--- src/design/dis_pkg.sv ---
// Shared types and constants for the descending insertion sorter.
// Holds the controller state type and the controller/datapath command and status structs.
// No dependencies.
`default_nettype none

package dis_pkg;

    // Default store depth
    localparam int DEF_CAPACITY = 64;

    // Width of one stored value and of the drop counter
    localparam int VALUE_W = 32;
    localparam int DROP_W  = 8;

    // Controller states
    typedef enum logic [2:0] {
        ST_IDLE,
        ST_RD,
        ST_CMP,
        ST_EMIT_RD,
        ST_EMIT_LD,
        ST_EMIT_WAIT
    } state_t;

    // Store read address source
    typedef enum logic [1:0] {
        RD_POS_M1,
        RD_POS_M2,
        RD_EMIT
    } rd_src_t;

    // Commands from controller to datapath
    typedef struct packed {
        logic    load_key;
        logic    drop_inc;
        logic    rd_en;
        rd_src_t rd_src;
        logic    wr_shift;
        logic    wr_key;
        logic    out_load;
        logic    clear;
    } dp_cmd_t;

    // Status from datapath to controller
    typedef struct packed {
        logic full;
        logic pos_zero;
        logic pos_one;
        logic shift_more;
        logic last_item;
        logic out_last;
    } dp_sts_t;

endpackage

`default_nettype wire

--- src/design/dis_ctrl.sv ---
// Controller state machine for the descending insertion sorter.
// Sequences insertion walks and result emission; depends on dis_pkg.
`default_nettype none

module dis_ctrl
    import dis_pkg::*;
(
    input  wire     clk,
    input  wire     rst_n,
    input  wire     s_tvalid,
    input  wire     s_tlast,
    input  wire     m_tready,
    output logic    s_tready,
    input  dp_sts_t sts,
    output dp_cmd_t cmd
);

    state_t state_reg;
    state_t state_next;

    // State register
    always_ff @(posedge clk or negedge rst_n)
    begin
        if (!rst_n)
        begin
            state_reg <= ST_IDLE;
        end
        else
        begin
            state_reg <= state_next;
        end
    end

    // Next state and commands
    always_comb
    begin
        state_next = state_reg;
        cmd        = '0;
        cmd.rd_src = RD_POS_M1;
        s_tready   = 1'b0;

        case (state_reg)
            ST_IDLE:
            begin
                s_tready = 1'b1;
                if (s_tvalid)
                begin
                    if (sts.full)
                    begin
                        // Store full: drop the value, still honor the frame end
                        cmd.drop_inc = 1'b1;
                        if (s_tlast)
                        begin
                            state_next = ST_EMIT_RD;
                        end
                    end
                    else
                    begin
                        cmd.load_key = 1'b1;
                        state_next   = ST_RD;
                    end
                end
            end

            ST_RD:
            begin
                if (sts.pos_zero)
                begin
                    // Reached the head: place the key there
                    cmd.wr_key = 1'b1;
                    state_next = sts.last_item ? ST_EMIT_RD : ST_IDLE;
                end
                else
                begin
                    cmd.rd_en  = 1'b1;
                    cmd.rd_src = RD_POS_M1;
                    state_next = ST_CMP;
                end
            end

            ST_CMP:
            begin
                if (sts.shift_more)
                begin
                    // Move the smaller entry down one slot, fetch the next one up
                    cmd.wr_shift = 1'b1;
                    if (sts.pos_one)
                    begin
                        state_next = ST_RD;
                    end
                    else
                    begin
                        cmd.rd_en  = 1'b1;
                        cmd.rd_src = RD_POS_M2;
                    end
                end
                else
                begin
                    cmd.wr_key = 1'b1;
                    state_next = sts.last_item ? ST_EMIT_RD : ST_IDLE;
                end
            end

            ST_EMIT_RD:
            begin
                cmd.rd_en  = 1'b1;
                cmd.rd_src = RD_EMIT;
                state_next = ST_EMIT_LD;
            end

            ST_EMIT_LD:
            begin
                cmd.out_load = 1'b1;
                state_next   = ST_EMIT_WAIT;
            end

            ST_EMIT_WAIT:
            begin
                if (m_tready)
                begin
                    if (sts.out_last)
                    begin
                        // Frame done: empty the store
                        cmd.clear  = 1'b1;
                        state_next = ST_IDLE;
                    end
                    else
                    begin
                        state_next = ST_EMIT_RD;
                    end
                end
            end

            default:
            begin
                state_next = ST_IDLE;
            end
        endcase
    end

endmodule

`default_nettype wire

--- src/design/dis_datapath.sv ---
// Datapath for the descending insertion sorter: value store, insertion
// pointer, counters and output register. Depends on dis_pkg.
`default_nettype none

module dis_datapath
    import dis_pkg::*;
#(
    parameter int CAPACITY = DEF_CAPACITY
)
(
    input  wire                         clk,
    input  wire                         rst_n,
    input  wire  [VALUE_W-1:0]          s_tdata,
    input  wire                         s_tlast,
    input  wire                         m_tready,
    output logic                        m_tvalid,
    output logic [VALUE_W+DROP_W-1:0]   m_tdata,
    output logic                        m_tlast,
    input  dp_cmd_t                     cmd,
    output dp_sts_t                     sts
);

    localparam int ADDR_W = (CAPACITY > 1) ? $clog2(CAPACITY) : 1;
    localparam int CNT_W  = $clog2(CAPACITY + 1);

    // Value store
    logic [VALUE_W-1:0] mem [CAPACITY];

    logic [VALUE_W-1:0] key_reg;
    logic               last_reg;
    logic [ADDR_W-1:0]  pos_reg;
    logic [CNT_W-1:0]   count_reg;
    logic [DROP_W-1:0]  drop_reg;
    logic [ADDR_W-1:0]  idx_reg;
    logic [VALUE_W-1:0] rd_data_reg;
    logic [VALUE_W-1:0] out_value_reg;
    logic               out_last_reg;
    logic               out_valid_reg;

    logic [ADDR_W-1:0]  rd_addr;
    logic               wr_en;
    logic [VALUE_W-1:0] wr_data;
    logic               emit_last;

    // Read address select
    always_comb
    begin
        case (cmd.rd_src)
            RD_POS_M1: rd_addr = pos_reg - ADDR_W'(1);
            RD_POS_M2: rd_addr = pos_reg - ADDR_W'(2);
            RD_EMIT:   rd_addr = idx_reg;
            default:   rd_addr = idx_reg;
        endcase
    end

    assign wr_en     = cmd.wr_shift | cmd.wr_key;
    assign wr_data   = cmd.wr_shift ? rd_data_reg : key_reg;
    assign emit_last = (CNT_W'(idx_reg) + CNT_W'(1)) == count_reg;

    // Store write port
    always_ff @(posedge clk)
    begin
        if (wr_en)
        begin
            mem[pos_reg] <= wr_data;
        end
    end

    // Store read port
    always_ff @(posedge clk)
    begin
        if (cmd.rd_en)
        begin
            rd_data_reg <= mem[rd_addr];
        end
    end

    // Incoming key
    always_ff @(posedge clk)
    begin
        if (cmd.load_key)
        begin
            key_reg <= s_tdata;
        end
    end

    // Output payload
    always_ff @(posedge clk)
    begin
        if (cmd.out_load)
        begin
            out_value_reg <= rd_data_reg;
            out_last_reg  <= emit_last;
        end
    end

    // Control registers: pointers, counts, output valid
    always_ff @(posedge clk or negedge rst_n)
    begin
        if (!rst_n)
        begin
            last_reg      <= 1'b0;
            pos_reg       <= '0;
            count_reg     <= '0;
            drop_reg      <= '0;
            idx_reg       <= '0;
            out_valid_reg <= 1'b0;
        end
        else
        begin
            if (cmd.load_key)
            begin
                last_reg <= s_tlast;
                pos_reg  <= count_reg[ADDR_W-1:0];
            end
            else if (cmd.wr_shift)
            begin
                pos_reg <= pos_reg - ADDR_W'(1);
            end

            if (cmd.clear)
            begin
                count_reg <= '0;
                drop_reg  <= '0;
                idx_reg   <= '0;
            end
            else
            begin
                if (cmd.wr_key)
                begin
                    count_reg <= count_reg + CNT_W'(1);
                end
                // Saturate the drop count
                if (cmd.drop_inc && (drop_reg != {DROP_W{1'b1}}))
                begin
                    drop_reg <= drop_reg + DROP_W'(1);
                end
                if (cmd.out_load)
                begin
                    idx_reg <= idx_reg + ADDR_W'(1);
                end
            end

            if (cmd.out_load)
            begin
                out_valid_reg <= 1'b1;
            end
            else if (out_valid_reg && m_tready)
            begin
                out_valid_reg <= 1'b0;
            end
        end
    end

    // Status to controller
    assign sts.full       = (count_reg == CNT_W'(CAPACITY));
    assign sts.pos_zero   = (pos_reg == '0);
    assign sts.pos_one    = (pos_reg == ADDR_W'(1));
    assign sts.shift_more = ($signed(rd_data_reg) < $signed(key_reg));
    assign sts.last_item  = last_reg;
    assign sts.out_last   = out_last_reg;

    // Output beat
    assign m_tvalid = out_valid_reg;
    assign m_tdata  = {drop_reg, out_value_reg};
    assign m_tlast  = out_last_reg;

endmodule

`default_nettype wire

--- src/design/descending_insertion_sorter.sv ---
// Top level of the descending insertion sorter.
// Instantiates dis_ctrl and dis_datapath; depends on dis_pkg.
//
// Collects signed 32-bit values into a store of CAPACITY entries, kept in
// descending order as they arrive: each accepted value walks up from the
// tail of the store, moving every smaller entry down one slot, one entry per
// cycle through the single read and single write port of the store. A value
// that finds the store full is dropped and counted in a saturating 8-bit
// drop count. An item with tlast set ends the frame: after its insertion or
// drop the whole store is sent out, largest first. Each beat is read from the
// store, loaded into the output register and held until the sink takes it,
// and only then is the next one fetched. The final beat is marked with m_tlast
// and every beat carries the frame's drop count. The store and the drop count
// are then empty again. No input beat is taken while a frame is being sent.
// The store is not cleared at reset; only written entries are ever read.
`default_nettype none

module descending_insertion_sorter
    import dis_pkg::*;
#(
    parameter int CAPACITY = DEF_CAPACITY
)
(
    input  wire                         clk,
    input  wire                         rst_n,
    input  wire                         s_tvalid,
    output logic                        s_tready,
    input  wire  [VALUE_W-1:0]          s_tdata,   // [31:0] value
    input  wire                         s_tlast,
    output logic                        m_tvalid,
    input  wire                         m_tready,
    output logic [VALUE_W+DROP_W-1:0]   m_tdata,   // [31:0] sorted_value, [39:32] dropped
    output logic                        m_tlast
);

    dp_cmd_t cmd;
    dp_sts_t sts;

    // Sequencer
    dis_ctrl u_ctrl (
        .clk      (clk),
        .rst_n    (rst_n),
        .s_tvalid (s_tvalid),
        .s_tlast  (s_tlast),
        .m_tready (m_tready),
        .s_tready (s_tready),
        .sts      (sts),
        .cmd      (cmd)
    );

    // Store, counters and output register
    dis_datapath #(
        .CAPACITY (CAPACITY)
    ) u_datapath (
        .clk      (clk),
        .rst_n    (rst_n),
        .s_tdata  (s_tdata),
        .s_tlast  (s_tlast),
        .m_tready (m_tready),
        .m_tvalid (m_tvalid),
        .m_tdata  (m_tdata),
        .m_tlast  (m_tlast),
        .cmd      (cmd),
        .sts      (sts)
    );

endmodule

`default_nettype wire

--- config.mk ---
export PLATFORM = sky130hd
export DESIGN_NAME = descending_insertion_sorter
export DESIGN_NICKNAME = d
export VERILOG_FILES = /design/src/design/dis_pkg.sv /design/src/design/dis_ctrl.sv /design/src/design/dis_datapath.sv /design/src/design/descending_insertion_sorter.sv
export SDC_FILE = /design/constraint.sdc
export NUM_CORES = 2
export LEC_CHECK = 0
export BUFFER_PORTS_ARGS = -buffer_cell sky130_fd_sc_hd__buf_2
export CAP_MARGIN = 20
export CELL_PAD_IN_SITES_DETAIL_PLACEMENT = 1
export CELL_PAD_IN_SITES_GLOBAL_PLACEMENT = 1
export CORE_MARGIN = 5
export CORE_UTILIZATION = 55
export CTS_BUF_LIST = sky130_fd_sc_hd__clkbuf_8 sky130_fd_sc_hd__clkbuf_16
export CTS_CLUSTER_DIAMETER = 200
export DETAILED_ROUTE_END_ITERATION = 7
export PLACE_DENSITY = 0.84
export SETUP_SLACK_MARGIN = 0.5
export SLEW_MARGIN = 20
export SYNTH_ARGS = -nofsm -noshare
export SYNTH_HDL_FRONTEND = slang
export SYNTH_SLANG_ARGS = --single-unit
--- constraint.sdc ---
create_clock -name clk -period 7.2 [get_ports clk]
set_input_delay 1.44 -clock clk [delete_from_list [all_inputs] [get_ports clk]]
set_output_delay 1.44 -clock clk [all_outputs]
set_load 0.005 [all_outputs]
Yosys cells after proc, flatten, opt, wreduce, memory -nomap -nowiden
Memories as Yosys holds them, arrays and structs flattened. A register that Yosys moved wholly into a read port is not among the register bits.
Cells that the tools add are included.
Word-level totals
  memories: 1
  memory bits (read-only): 0
  word-level logic and storage cells: 85
  bits in latches: 0
  bits in writable memories: 2048
  register bits after elaboration: 97
  input bits: 37
  output and inout port bits: 43
Memories
  u_datapath.mem: words 64, bits a word 32, read ports 1, clocked after Yosys merged registers in 1, write ports 1, line dis_datapath.sv:27  | logic [VALUE_W-1:0] mem [CAPACITY];
Cells by class
  eq/ne operators: 14
  shifts and indexed selects: 0
  $lt $le $gt $ge: 1
  bitwise logic cells: 1
  mux-type cells: 41
  add/subtract/negate cells: 6
  divide/modulo/power cells: 0
  reductions and logical operators: 11
  multipliers: 0
Operators by type and width (count)
  less-than comparator 32 bit: 1
  two-way mux 32 bit: 1
  two-way mux 3 bit: 9
  two-way mux 6 bit: 4
  one-hot mux 3 bit (6 select lines): 1
  two-way mux 8 bit: 2
  two-way mux 1 bit: 14
  two-way mux 7 bit: 2
  one-hot mux 6 bit (2 select lines): 1
  nonzero test 2 bit: 5
  one-hot mux 3 bit (3 select lines): 1
  adder 8 x 1 -> 8 bit, second input constant: 1
  two-way mux 2 bit: 4
  != test 8 bit, second input constant: 1
  adder 6 x 1 -> 7 bit, second input constant: 1
  adder 7 x 1 -> 7 bit, second input constant: 1
  == test 7 bit: 1
  == test 7 bit, second input constant: 1
  adder 6 x 1 -> 6 bit, second input constant: 1
  == test 3 x 2 -> 1 bit, second input constant: 2
  == test 3 bit, second input constant: 2
  == test 6 x 1 -> 1 bit, second input constant: 1
  logical NOT 6 bit: 1
  != test 3 bit, second input constant: 2
  12 further kinds: 14

Depth between registers and ports, before layout
  depth after elaboration: 7
  depth in mapped cells: 19
  depth with buffers taken out: 14

Hierarchy
Synthesis repeated with hierarchy kept, for this count alone.
Second synthesis, totals
  cell total of the unflattened synthesis: 9108
  area total of the unflattened synthesis: 114049.4 sq um
Modules (own cells, without submodules)
  dis_datapath: cells each 9063, seq. area each 65137.5 sq um, instances 1, area an instance 113696.5 sq um
  dis_ctrl: cells each 45, seq. area each 75.1 sq um, instances 1, area an instance 352.8 sq um

Least setup slack after synthesis
No wires, ideal clock.
  kind: register -> register
  start: reg u_datapath.rd_data_reg[29], read port of u_datapath.mem
  end: reg u_datapath.rd_data_reg[0], read port of u_datapath.mem (enable)
  setup time: 432 ps
  clock period less this slack: 4079 ps
  setup slack: 3121 ps
  required time: 6768 ps
  data arrival time: 3647 ps
  cell stages (with the launch flop): 11
  buffers on the path: 1
  cell sequence: edfxtp_1 ha_1 a21oi_1 o21bai_1 a2111oi_0 o31a_1 o2111a_1 or2_2 clkbuf_1 nand3_1 a21oi_1
RTL lines
  from (decl): line dis_datapath.sv:35  | logic [VALUE_W-1:0] rd_data_reg;

Worst setup path after layout
  start: reg u_datapath.rd_data_reg[14], read port of u_datapath.mem
  end: reg u_datapath.rd_data_reg[28], read port of u_datapath.mem (data pin)
Between the ends
  word-level cells in the longest chain between the ends: 5
  elaborated cells on any way between the ends: 6
  classes of those cells: order compare (1); eq/ne (1); mux (3); reduce/logical (1)
RTL lines
  less-than comparator 32 bit (*): line dis_datapath.sv:159  | assign sts.shift_more = ($signed(rd_data_reg) < $signed(key_reg));
  two-way mux 4 bit (*): line dis_ctrl.sv:83  | if (sts.shift_more)
  one-hot mux 3 bit (3 select lines) (*): line dis_ctrl.sv:42  | case (state_reg)
  == test 2 x 1 -> 1 bit or logical NOT 2 bit (tied branches): line dis_datapath.sv:48  | case (cmd.rd_src)
  one-hot mux 6 bit (2 select lines): line dis_datapath.sv:48
Mark *: on every way between the ends. The rest lies on a longest branch, timed or not.
A chain may end at the register's enable or synchronous reset.

==> impl_metrics.yaml <==
routing:
  vias_per_cell: 7.315
  ant_nets: 0
  vias: 60480
  dr.pass1.iters: 8
  finalWirelength_microns: 311500
  routedWlPerCell_microns: 37.69
  drc: 16
  drtIter0Drc: 11520
finish:
  stdcell_count: 8267
  ff_latch_area_sq_mm: 0.06521
  largest_reg_flops: 2048
  multi_input_area_sq_mm: 0.01855
  layout_commonest_cell: "edfxtp_1"
  fillers: 13930
  final_cell_mix: "edfxtp_1 (2145), nand2_1 (1573), a21oi_1 (528)"
  regMostFlops: "u_datapath.mem"
  drive_above_1_share_pct: 11.87
  layout.nets: 6124
  post-route-util_pct: 62.01
  area_growth_pct: 12.13
logic_synthesis:
  syn_nets: 6039
  synth_seq_area_share_pct: 76.55
  synth_cells: 5960
  ys_dominant_reg_cell: "edfxtp_1"
  synth_area_leaders: "edfxtp_1 (76%), nand2_1 (7.0%), a32oi_1 (5.3%)"
  synth_top_area_share_pct: 75.61
  synth_top_area_cell: "edfxtp_1"
  synth_area_sq_mm: 0.08519
  synth_cell_types: 60
  synth_edf_count: 2145
  ys_warn_count: 0
  syn_avg_cell_area_sq_um: 14.29
  synth_seq_cells: 2177
  async_reset_ff_share_pct: 1.470
setup_path:
  crit_end: "u_datapath.rd_data_reg[28]"
  path_cells: "ha_1 -> a21oi_1 -> nand2_1 -> a2111oi_0 -> o31a_1 -> o2111a_1 -> o21a_1 -> mux2i_1 -> nor3b_1 -> nand2_4 -> o22ai_1 -> nor4_1 -> mux2_2"
  regToRegSetupSlack_ps: 460
  cp_data_arrival_time_ps: 7450
  crit_family: "simple AND/OR/NAND/NOR gates"
  reg2reg_from: "u_datapath.rd_data_reg[14]"
  cp_max_fo: 64
  start_kind: "flop"
  setup.worst_path.class: "flop to flop"
  rr_endpoint: "u_datapath.rd_data_reg[28]"
  crit_cells: 13
  slowest_delay_ps: 1100
  crit_start: "u_datapath.rd_data_reg[14]"
  end_kind: "flop"
  path_buf_inv: 0
  r2r_cells: 13
  crit_path_top_delay_cell: "nor4_1"
  cp.required_ps: 7900
place:
  gp_congestion: 0.8937
  io_buffers: 79
  dpl.cell_count: 7875
  dp_hpwl_microns: 171500
timing:
  final.setup.tns_ps: 0
  clock_skew_ps: 35.79
  period_share_pct: 93.68
  setup_viol: 0
  fin_crit_ps: 6745
  report.final.slew_viol_count: 0
  slew_headroom_pct: 5.675
  rsz0062_at_grt: "yes"
  tightest_slew_ps: 1415
  max_freq_mhz: 148.3
  hold_viol_final: 0
cts:
  cts_resized: 0
  clk_path_buf_depth: 3
  cts_root_buf: "clkbuf_16"
  cts.sinks: 2177
  cts_max_level: 4
  worstSkewPairLatency_ps: 860
  cts_tree: "built"
  cts_setup_buffers: 0
  path_clk_slew_ps: 70
  numCtsBuffers: 207
  holdBufCountCts: 0
run:
  maxCapViolCount: 0
floorplan:
  die_area_sq_mm: 0.1629
  io_pins: 80
  rows: 144
  core-area_sq_mm: 0.1540
  start_util_pct: 55.30
  die_y_microns: 403.6
  die_w_microns: 403.6
outcome:
  status: "finished with violations"
  violations: "design-rule violations"
global_routing:
  antenna_found_initial: 25
  grt_pass1_vias: 61250
  grt_pass1_wl_microns: 437400
  grt.total_usage_pct: 37.14
  grt_start_max_net_pins: 145
  gr-total-overflow: 0
hold_path:
  holdCritPathClass: "flop to flop"
[cell type report]
type | count | share of cell area [%]
Inverter | 42 | 0.1650
Sequential cell | 2177 | 68.27
Timing Repair Buffer | 295 | 2.625
Clock inverter | 169 | 1.301
Tap cell | 2044 | 2.677
Antenna cell | 7 | 0.01834
Multi-Input combinational cell | 3322 | 19.42
Clock buffer | 211 | 5.528
[Yosys cell counts, types with 3 or more instances]
cell type  number
edfxtp_1     2145
nand2_1      1581
a21oi_1       530
a32oi_1       512
o22ai_1       259
clkbuf_1      203
buf_2         168
nor2_1         95
nor4_1         67
mux2_2         65
ha_1           42
inv_1          42
buf_1          34
dfrtp_1        32
o21ai_0        19
nand3_1        14
and2_1         12
buf_6          12
xor2_1         12
xnor2_1        11
nand4_1         9
and3_1          7
nor3_1          7
mux2i_1         6
nand2b_1        6
nand3b_1        6
or2_2           5
a211oi_1        4
buf_4           4
o211ai_1        4
or3_1           4
nor3b_1         3
o21bai_1        3
[metrics by stage]
stage | hold WS [ps] | area [sq um] | setup slack (ps)
after floorplan | 446.5 | 85190 | 3121
after global placement | 459.9 | 88760 | 929.2
after detailed placement | 476.7 | 88840 | 515.6
after CTS | 498.4 | 95360 | 553.6
after global routing | 507.7 | 95510 | 415.9
final | 504.5 | 95520 | 455.1
[layer usage]
| layer | track usage [%] | vias up | wire length (microns) | share of wire [%] |
|---|---|---|---|---|
| met3 | 13.38 | 1308 | 49650 | 16 |
| met1 | 46.90 | 29960 | 101500 | 33 |
| li1 | - | 23020 | - | - |
| met4 | 21.05 | 22 | 21130 | 6.8 |
| met5 | 0 | - | 150 | 0.048 |
| met2 | 55.99 | 6166 | 139100 | 45 |
[cell families after synthesis]
kind of cell	after synthesis	share of synthesized area, %
buffers and inverters	463	2.410
adders and majority gates	42	0.6169
and+or+nand+nor	1827	8.500
AOI/OAI and AO/OA	1357	10.76
xor gates and xnor gates	23	0.2365
muxes	71	0.9297
DFF	2177	76.55
[worst min path at each step]
stage / from / to / slack [ps] / depth (start not counted)
2_1_floorplan: u_datapath.rd_data_reg[0] / u_datapath.out_value_reg[0] / 450 / 0
3_3_place_gp: u_datapath.rd_data_reg[21] / u_datapath.out_value_reg[21] / 460 / 0
3_5_place_dp: u_datapath.rd_data_reg[31] / u_datapath.out_value_reg[31] / 480 / 0
6_report: u_datapath.rd_data_reg[31] / u_datapath.out_value_reg[31] / 500 / 0
5_1_grt: u_datapath.rd_data_reg[31] / u_datapath.out_value_reg[31] / 510 / 0
4_1_cts: u_datapath.rd_data_reg[31] / u_datapath.out_value_reg[31] / 500 / 0
Power is not shown: default switching activity piles up to over one toggle a cycle in this logic, so the estimate is an artifact.
